### src/hw/rtl/mtprng_pkg.sv
// ----------------------------------------------------------------------------
// mtprng_pkg: shared types and constants of the MT19937 generator
// Holds table geometry, tempering constants, controller commands and status.
// ----------------------------------------------------------------------------
`default_nettype none
package mtprng_pkg;
	localparam int unsigned TableWords  = 624;
	localparam int unsigned TwistOffset = 397;
	localparam int unsigned AddrW       = 10;

	localparam logic [31:0] SeedMult  = 32'h6c078965;
	localparam logic [31:0] TwistXor  = 32'h9908b0df;
	localparam logic [31:0] TemperB   = 32'h9d2c5680;
	localparam logic [31:0] TemperC   = 32'hefc60000;
	localparam logic [31:0] SeedReset = 32'd5489;

	localparam logic [AddrW-1:0] LastAddr    = AddrW'(TableWords - 1);
	localparam logic [AddrW-1:0] EndAddr     = AddrW'(TableWords);
	localparam logic [AddrW-1:0] OffsetAddr  = AddrW'(TwistOffset);
	localparam logic [AddrW-1:0] WrapAddr    = AddrW'(TableWords - TwistOffset);

	typedef logic [AddrW-1:0] addr_t;

	typedef enum logic [1:0] {
		ACT_RESEED = 2'd0,
		ACT_RAW    = 2'd1,
		ACT_RANGE  = 2'd2,
		ACT_NONE   = 2'd3
	} action_t;

	// Controller commands to the datapath
	typedef struct packed {
		logic seed_init;   // load seed into word 0, start rebuild
		logic seed_step;   // one phase of rebuilding a word
		logic twist_start; // begin one pass
		logic twist_step;  // one phase of twisting a word
		logic fetch;       // read word at position
		logic temper;      // temper fetched word, advance position
		logic div_start;   // start modulo
		logic div_step;    // one modulo bit
		logic finish;      // form result
	} dp_cmd_t;

	typedef struct packed {
		logic seed_done;
		logic twist_done;
		logic pos_end;
		logic div_done;
	} dp_sts_t;
endpackage
`default_nettype wire

### src/hw/rtl/mtprng_ctrl.sv
// ----------------------------------------------------------------------------
// mtprng_ctrl: sequencer of the generator
// Walks reset rebuild, reseed, twist, fetch, tempering and modulo steps.
// ----------------------------------------------------------------------------
`default_nettype none
module mtprng_ctrl (
	input  wire                  clk,
	input  wire                  arst_n,
	input  wire                  start,
	input  wire  [1:0]           action,
	input  wire  [31:0]          range_low,
	input  wire  [31:0]          range_high,
	output logic                 busy,
	output logic                 done,
	output logic [1:0]           act_q,
	output logic [31:0]          lo_q,
	output logic [31:0]          hi_q,
	output mtprng_pkg::dp_cmd_t  cmd,
	input  mtprng_pkg::dp_sts_t  sts
);
	import mtprng_pkg::*;

	typedef enum logic [10:0] {
		S_INIT   = 11'b00000000001,
		S_SEED   = 11'b00000000010,
		S_IDLE   = 11'b00000000100,
		S_DECIDE = 11'b00000001000,
		S_TWST0  = 11'b00000010000,
		S_TWIST  = 11'b00000100000,
		S_FETCH  = 11'b00001000000,
		S_TEMP   = 11'b00010000000,
		S_DIV    = 11'b00100000000,
		S_DIVRUN = 11'b01000000000,
		S_DONE   = 11'b10000000000
	} state_t;

	state_t state_q, state_d;
	logic   reset_seed_q;

	always_comb begin
		state_d = state_q;
		cmd     = '0;
		unique case (state_q)
			S_INIT: begin
				cmd.seed_init = 1'b1;
				state_d = S_SEED;
			end
			S_SEED: begin
				cmd.seed_step = 1'b1;
				if (sts.seed_done) state_d = reset_seed_q ? S_IDLE : S_DONE;
			end
			S_IDLE: if (start) state_d = S_DECIDE;
			S_DECIDE: begin
				if (act_q == ACT_RESEED) state_d = S_INIT;
				else if (act_q == ACT_RAW || (act_q == ACT_RANGE && lo_q <= hi_q))
					state_d = sts.pos_end ? S_TWST0 : S_FETCH;
				else state_d = S_DONE;
			end
			S_TWST0: begin
				cmd.twist_start = 1'b1;
				state_d = S_TWIST;
			end
			S_TWIST: begin
				cmd.twist_step = 1'b1;
				if (sts.twist_done) state_d = S_FETCH;
			end
			S_FETCH: begin
				cmd.fetch = 1'b1;
				state_d = S_TEMP;
			end
			S_TEMP: begin
				cmd.temper = 1'b1;
				state_d = (act_q == ACT_RANGE) ? S_DIV : S_DONE;
			end
			S_DIV: begin
				cmd.div_start = 1'b1;
				state_d = S_DIVRUN;
			end
			S_DIVRUN: begin
				cmd.div_step = 1'b1;
				if (sts.div_done) begin
					cmd.div_step = 1'b0;
					state_d = S_DONE;
				end
			end
			S_DONE: begin
				cmd.finish = 1'b1;
				state_d = S_IDLE;
			end
			default: state_d = S_INIT;
		endcase
	end

	always_ff @(posedge clk or negedge arst_n) begin
		if (!arst_n) begin
			state_q      <= S_INIT;
			reset_seed_q <= 1'b1;
			done         <= 1'b0;
		end else begin
			state_q <= state_d;
			done    <= cmd.finish;
			if (state_q == S_DECIDE) reset_seed_q <= 1'b0;
		end
	end

	always_ff @(posedge clk) begin
		if (state_q == S_IDLE && start) begin
			act_q <= action;
			lo_q  <= range_low;
			hi_q  <= range_high;
		end
	end

	assign busy = (state_q != S_IDLE);
endmodule
`default_nettype wire

### config.mk
export PLATFORM = sky130hd
export DESIGN_NAME = mtprng_ctrl
export DESIGN_NICKNAME = d
export VERILOG_FILES = /design/src/hw/rtl/mtprng_pkg.sv /design/src/hw/rtl/mtprng_ctrl.sv
export SDC_FILE = /design/constraint.sdc
export NUM_CORES = 1
export LEC_CHECK = 0
export ABC_CLOCK_PERIOD_IN_PS = 4300
export BUFFER_PORTS_ARGS = -buffer_cell sky130_fd_sc_hd__buf_2
export CAP_MARGIN = 25
export CORE_UTILIZATION = 35
export CTS_CLUSTER_SIZE = 16
export DETAILED_ROUTE_END_ITERATION = 12
export MAX_ROUTING_LAYER = met4
export PLACE_DENSITY_LB_ADDON = 0.12
export SLEW_MARGIN = 30
export SYNTH_ARGS = -nofsm -noshare
export SYNTH_HDL_FRONTEND = slang
export SYNTH_SLANG_ARGS = --single-unit
### constraint.sdc
create_clock -name clk -period 4.3 [get_ports clk]
set_input_delay 1.29 -clock clk [delete_from_list [all_inputs] [get_ports clk]]
set_output_delay 1.29 -clock clk [all_outputs]
set_load 0.01 [all_outputs]
* Word-level counts from Yosys, hierarchy flattened
Index checks and enable logic that the tools add are counted. W data, S select, Z words.
Cells by class: eq/ne operators 18, shifts and indexed selects 0, $add $sub $neg 0, reduce and logical (&&, ||, !) cells 5, $mul 0, div/mod/pow operators 0, multiplexer cells 20, order comparisons 1, bitwise operators 0
Operators by type and width (number):
- $pmux W11 S11 | 1
- $mux W11 | 8
- $le A32 B32 Y1 | 1
- $eq A11 B1 Y1 const B | 1
- $eq A11 B10 Y1 const B | 1
- $eq A11 B11 Y1 const B | 1
- $eq A11 B2 Y1 const B | 1
- $eq A11 B3 Y1 const B | 1
- $eq A11 B4 Y1 const B | 1
- $eq A11 B5 Y1 const B | 1
- $eq A11 B6 Y1 const B | 1
- $eq A11 B7 Y1 const B | 1
- $eq A11 B8 Y1 const B | 1
- $eq A11 B9 Y1 const B | 1
- $ne A11 B3 Y1 const B | 1
- $mux W1 | 10
- $ne A2 B2 Y1 const B | 4
- $mux W7 | 1
- $reduce_and A4 Y1 | 1
- $eq A2 B1 Y1 const B | 1
- $eq A2 B2 Y1 const B | 1
- $logic_and A1 B1 Y1 | 2
- $logic_not A2 Y1 | 1
- $logic_or A1 B1 Y1 | 1
Word-level totals: bits in writable memories 0, latch bits 0, bits in read-only memories 0, bits of input ports 73, memories 0, register bits after elaboration 79, output and inout bits 77

* Longest topological paths before layout
Gate-level depths: netlist of the first run.
depth after elaboration 6, gate-level depth with buffers 9

* Least setup slack after synthesis of the first run
OpenSTA, ideal clock, no wires.
path kind register to register, from reg state_q[4], to reg act_q[0], enable pin, stages on the path, launching flop included 5, setup slack -0.320 ns, data required time 3.809 ns, buffers on the path 0, arrival time 4.130 ns, path through dfrtp_1 > or4_4 > nor2_4 > nand4b_4 > nor2_1
On the way: longest elaborated chain between the ends 2
Ends and longest elaborated chain:
- start, declared | line mtprng_ctrl.sv:37 | state_t state_q, state_d;
- start signal, assigned | line mtprng_ctrl.sv:100 | state_q <= state_d;
- $eq A11 B3 Y1 | line mtprng_ctrl.sv:107 | if (state_q == S_IDLE && start) begin
- $logic_and A1 B1 Y1 | line mtprng_ctrl.sv:107
- end signal, assigned | line mtprng_ctrl.sv:108 | act_q <= action;
- end, declared | line mtprng_ctrl.sv:15 | output logic [1:0] act_q,
Every way passes these cells. A chain may end at the register's enable or synchronous reset.

==> results.toml, run 1 <==
[sta]
finalHoldViolations = 0
timing.final.crit_share = 0.790
finalSetupViolations = 0
clock_skew_ns = 0.00838
slew_violations = 0
slew_headroom = 0.490
rsz0062_at_grt = "false"
setup-tns-final_ns = 0
fmax_mhz = 294
worst_pin_slew_ns = 0.759
worst_slack_ns = 0.903
fin_crit_ns = 3.40

[setup_path]
worstSetupPathType = "register to output port"
path_delay_family = "simple AND/OR/NAND/NOR gates"
worstPathCellList = "nor4_2 -> nand2b_1 -> nor4_2 -> buf_2"
critPathSlowestCell = "nor4_2"
path_common_cell = "nor4_2"
crit_path_end_kind = "output port"
critPathMaxStageDelay_ns = 0.53
crit_fanout = 6
required_ns = 3.01
cp_num_buf_inv = 1
worst_setup_path_start_kind = "register"
cp_data_arrival_time_ns = 2.11

[synth]
yosysUniqueCellTypes = 41
dominantRegCellSynth = "edfxtp_1"
yosysSeqAreaShare = 0.643
synth.top_cells.by_area = "edfxtp_1 55%, ha_1 11%, dfrtp_1 7.7%"
yosys_warnings = 0
synthArstFlopShare = 0.165
synth_area_um2 = 3590
yosysTopAreaCell = "edfxtp_1"
synth_area_per_cell_um2 = 13.5
synth-seq-cells = 79
synthCells = 266
syn_nets = 371
synth_top_area_frac = 0.552
synth-edff-count = 66

[clock_network]
insertion_delay_ns = 0.36
htreeDepth = 3
cts_tree = "yes"
cts_setup_buffers = 0
numCtsBuffers = 9
hold_buffers = 0
cts_max_path_buffers = 2
clkSinkCount = 79
cts_root_buf = "clkbuf_8"
cts_resized = 0
clk_pin_slew_worst_paths_ns = 0.07

[floorplan]
fp.dieW_um = 103
ios = 150
core_um2 = 9860
die_area_um2 = 10700
initial_core_util = 0.364
rows = 36
die_h_um = 103

[drt]
drt_iter0_drc = 71
totalWireLength_um = 7920
wl_met2_um = 3750
wire_per_inst_um = 14.0
wl_met3_um = 509
wl_met1_um = 3500
top_layer_used = "met4"
num_vias = 2628
drcViolationCount = 0
first_pass_iters = 4
ant_nets = 0
via_per_inst = 4.64

[pwr]
peakVddDrop_mv = 0.228
power_leakage_uw = 0.00214
pwr_density_cell_nw_per_um2 = 358

[grt]
antenna_found_initial = 1
grt_pass1_vias = 2673
grt_max_degree = 29
overflow = 0
grt_usage = 0.162
grt_first_pass_wirelength_um = 12000

[layout]
drive_above_1_share = 0.412
layout.nets = 533
syn_to_final_growth_pct = 31.3

[place]
gp_congestion = 0.939
dpl_worst_slack_ns = 1.24
io_buffers = 149
hpwlAfterDp_um = 6320

[run]
maxCapViolations = 0

[outcome]
status = "finished, final reports clean"

[worst_hold_path]
worst_hold_path_type = "register to register"
-- registers in the layout, indices dropped and copies added, names as in the netlist --
signal and flops:
act_q 2, done 1, hi_q 32, lo_q 32
reset_seed_q 1, state_q 11
-- placed cells by master (no fill, tap or decap), drive strengths merged, types with 2 or more instances in the layout --
cell type / synthesis / routed
buf: 0 / 151
edfxtp: 66 / 66
inv: 35 / 35
ha: 32 / 32
a21oi: 16 / 16
nor2: 13 / 13
nand2: 12 / 12
dfrtp: 11 / 11
nand4: 10 / 10
clkbuf: 0 / 10
nor4: 8 / 8
nor2b: 7 / 7
nand2b: 6 / 6
nor3: 5 / 5
o21ai: 4 / 4
nand3: 3 / 3
a211oi: 3 / 3
a31oi: 3 / 3
clkinv: 0 / 3
or3: 2 / 2
nor4b: 2 / 2
and2: 2 / 2
or2: 2 / 2
and3: 2 / 2
o211ai: 2 / 2
a22o: 2 / 2
o31ai: 2 / 2
nand3b: 2 / 2
dfstp: 2 / 2
nand4b: 2 / 2
o22ai: 2 / 2
-- worst paths after layout --
| check | start | end | slack [ns] | cells after the start |
|---|---|---|---|---|
| worst max-delay path | state_q[2]$_DFFE_PN0P_ | cmd[3] | 0.90 | 4 |
| worst max register to register | state_q[4]$_DFFE_PN0P_ | hi_q[20]$_DFFE_PP_ | 1.55 | 5 |
| worst min-delay path | reset_seed_q$_DFFE_PN1P_ | reset_seed_q$_DFFE_PN1P_ | 0.51 | 1 |
| max in group asynchronous | arst_n | reset_seed_q$_DFFE_PN1P_ | 3.20 | 1 |
| worst min register to register | reset_seed_q$_DFFE_PN1P_ | reset_seed_q$_DFFE_PN1P_ | 0.51 | 1 |
| min in group asynchronous | arst_n | state_q[1]$_DFFE_PN0P_ | 0.81 | 1 |
-- metrics by stage --
stage | hold slack [ns] | utilization | total power, uW | area (um2) | instances
after floorplan | 0.474 | - | 1070 | 3600 | 266
after global placement | 0.495 | 0.459 | 1170 | 4530 | 550
after detailed placement | 0.499 | 0.459 | 1170 | 4530 | 550
after CTS | 0.511 | 0.478 | 1720 | 4720 | 565
after global routing | 0.520 | 0.478 | 1780 | 4720 | 566
final | 0.509 | 0.478 | 1690 | 4720 | 566
-- cells by family (layout without fill, tap and decap cells) --
| family | count (synthesis) | after routing | synth area share |
|---|---|---|---|
| AOI/OAI and AO/OA | 39 | 39 | 0.0696 |
| and+or+nand+nor | 80 | 80 | 0.137 |
| adders and majority gates | 32 | 32 | 0.111 |
| other | 0 | 1 | 0 |
| DFF | 79 | 79 | 0.643 |
| xor gates and xnor gates | 1 | 1 | 0.00244 |
| buffers and inverters | 35 | 201 | 0.0366 |
-- power breakdown --
| group | total, uW | switching, uW | internal (uW) | leakage [uW] |
|---|---|---|---|---|
| sequential | 885 | 24.8 | 861 | 0.000766 |
| combinational | 269 | 154 | 115 | 0.00129 |
| clock | 534 | 269 | 266 | 0.0000923 |
| total | 1690 | 448 | 1240 | 0.00214 |
-- synth_stat cells (2+ instances only) --
cell type and n:
a211oi_1 3, a21oi_1 16, a22o_1 2, a31oi_1 3, and2_1 2, and3_1 2
dfrtp_1 11, dfstp_2 2, edfxtp_1 66, ha_1 32, inv_1 35, nand2_1 11
nand2b_1 6, nand3_1 3, nand3b_1 2, nand4_1 10, nor2_1 12, nor2b_1 7
nor3_1 5, nor4_1 6, nor4_2 2, nor4b_1 2, o211ai_1 2, o21ai_0 4
o31ai_1 2, or2_2 2, or3_1 2
-- per-layer routing --
| layer | GRT usage | vias to the layer above |
|---|---|---|
| met2 | 0.250 | 92 |
| met4 | 0.0661 | 0 |
| met1 | 0.187 | 1200 |
| li1 | - | 1320 |
| met5 | - | - |
| met3 | 0.0672 | 16 |
-- area by class of cell --
class                           instances  area (um2)
Multi-Input combinational cell        152        1160
Tap cell                              133         166
Fill cell                             950        5150
Inverter                               35         131
Timing Repair Buffer                  151         761
Sequential cell                        79        2310
Clock inverter                          5        60.1
Clock buffer                           10         128
Antenna cell                            1        2.50
No activity file was read; power rests on OpenSTA's default activity.
==> run 2: changes to the inputs <==
- ABC_CLOCK_PERIOD_IN_PS: 4300 -> 3300
- clock period: 4.3 -> 3.3 ns (I/O delays scaled with it)
==> run 2 against run 1 <==
Effect of this change: count of clock-buffer cells in the layout is the same; combinational power up 27%; design area is 0.16% lower; die area unchanged; wire length down 3.1%; critical path type unchanged; critical endpoint is now cmd[7]; largest cell class unchanged; largest power group unchanged.
==> results.toml, run 2 (same netlist as run 1, synthesis figures left out) <==
[floorplan]
initial_core_util = 0.364
rows = 36
core_um2 = 9860
ios = 150
die_area_um2 = 10700
die_h_um = 103
fp.dieW_um = 103

[clock_network]
numCtsBuffers = 9
insertion_delay_ns = 0.34
cts_resized = 0
hold_buffers = 0
cts_max_path_buffers = 2
cts_tree = "yes"
clkSinkCount = 79
cts_setup_buffers = 0
cts_root_buf = "clkbuf_8"
clk_pin_slew_worst_paths_ns = 0.08
htreeDepth = 3

[drt]
top_layer_used = "met4"
wl_met3_um = 467
drt_iter0_drc = 58
first_pass_iters = 4
drcViolationCount = 0
wire_per_inst_um = 13.6
wl_met1_um = 3530
ant_nets = 0
totalWireLength_um = 7680
via_per_inst = 4.62
wl_met2_um = 3520
num_vias = 2606

[layout]
layout.nets = 532
fin_cells = 564
post-route-util = 0.478
diodes = 0
layout_common_cells = "149 x buf_2, 66 x edfxtp_1, 35 x inv_1, 32 x ha_1, 16 x a21oi_1"
syn_to_final_growth_pct = 31.1
drive_above_1_share = 0.406
fill_cells = 924
top_regs = "hi_q: 32 flops, lo_q: 32 flops, state_q: 11 flops"
layout_commonest_cell = "buf_2"

[sta]
worst_pin_slew_ns = 0.667
slew_headroom = 0.551
clock_skew_ns = 0.00794
finalHoldViolations = 0
setup-tns-final_ns = 0
fin_crit_ns = 2.98
rsz0062_at_grt = "false"
fmax_mhz = 336
timing.final.crit_share = 0.903
finalSetupViolations = 0
slew_violations = 0

[pwr]
comb_power_share = 0.158
p_int_uw = 1610
clock_power_share = 0.308
seqPwrFrac = 0.534
power_uw = 2160
power_leakage_uw = 0.00214
pwr_density_cell_nw_per_um2 = 459
p_switching_uw = 552
switching_share = 0.255
peakVddDrop_mv = 0.247

[grt]
grt_usage = 0.155
grt_first_pass_wirelength_um = 11800
antenna_found_initial = 0
grt_pass1_vias = 2519
overflow = 0
grt_max_degree = 67

[run]
maxCapViolations = 0

[setup_path]
required_ns = 2.31
worst_setup_path_start_kind = "register"
worstSetupPathType = "register to output port"
worstPathCellList = "or4_4 -> nor2_4 -> nand4b_2 -> inv_1 -> buf_2"
crit_path_end_kind = "output port"
path_delay_family = "simple AND/OR/NAND/NOR gates"
cp_num_buf_inv = 2
critPathMaxStageDelay_ns = 0.58
crit_fanout = 8
startpoint = "state_q[4]$_DFFE_PN0P_"
critPathSlowestCell = "or4_4"
r2r-start = "lo_q[30]$_DFFE_PP_"
cp_data_arrival_time_ns = 1.99

[place]
io_buffers = 149
hpwlAfterDp_um = 5970
dp_cells = 549
gp_congestion = 0.918

[outcome]
status = "finished, final reports clean"

[worst_hold_path]
min_from = "reset_seed_q$_DFFE_PN1P_"
worst_hold_path_type = "register to register"
## run 2: cell types whose count changed in the layout (fill, tap and decap cells not counted)
cell / before / now
buf_12: 0 / 1
buf_4: 2 / 0
clkinv_4: 2 / 0
diode_2: 1 / 0
clkinv_1: 0 / 2
## run 2: layer usage
layer  GRT usage  vias up
li1            -     1312
met1       0.199     1184
met2       0.230       98
met3      0.0356       12
met4      0.0769        0
met5           -        -
## run 2: worst reg2reg max path, delay by kind of cell (launching register included)
family / cells / cell delay, ns
AOI/OAI and AO/OA: 2 / 0.49
adders and majority gates: 1 / 0.33
DFF: 1 / 0.40
and+or+nand+nor: 4 / 1.08
## run 2: worst paths after layout
check | endpoint | cells after the start | slack (ns)
max | cmd[7] | 5 | 0.32
min | reset_seed_q$_DFFE_PN1P_ | 1 | 0.51
max reg2reg | state_q[10]$_DFFE_PN0P_ | 7 | 0.92
min reg2reg | reset_seed_q$_DFFE_PN1P_ | 1 | 0.51
max in group asynchronous | state_q[0]$_DFFE_PN1P_ | 1 | 2.49
min in group asynchronous | state_q[4]$_DFFE_PN0P_ | 1 | 0.52
## run 2: metrics by stage
stage / setup WS, ns / hold slack [ns] / cell area (um2)
finish: 0.322 / 0.507 / 4710
global route: 0.0693 / 0.525 / 4710
CTS: 0.298 / 0.508 / 4710
detailed placement: 0.688 / 0.495 / 4530
global placement: 0.708 / 0.495 / 4530
floorplan: 0.526 / 0.474 / 3600
## run 2: power by group through the flow
stage               clock (uW)  sequential [uW]  combinational [uW]
CTS                        700             1150                 345
finish                     666             1150                 342
detailed placement           0             1180                 342
global route               734             1160                 395
global placement             0             1180                 345
floorplan                    0             1180                 220
## run 2: layout make-up
type                       instances  area [um2]  share of cell area
sequential                        79        2310               0.490
timing repair buffer             150         766               0.163
clock inverter                     5        50.0              0.0106
tap                              133         166              0.0353
inverter                          35         131              0.0279
clock buffer                      10         128              0.0271
multi-input combinational        152        1160               0.246
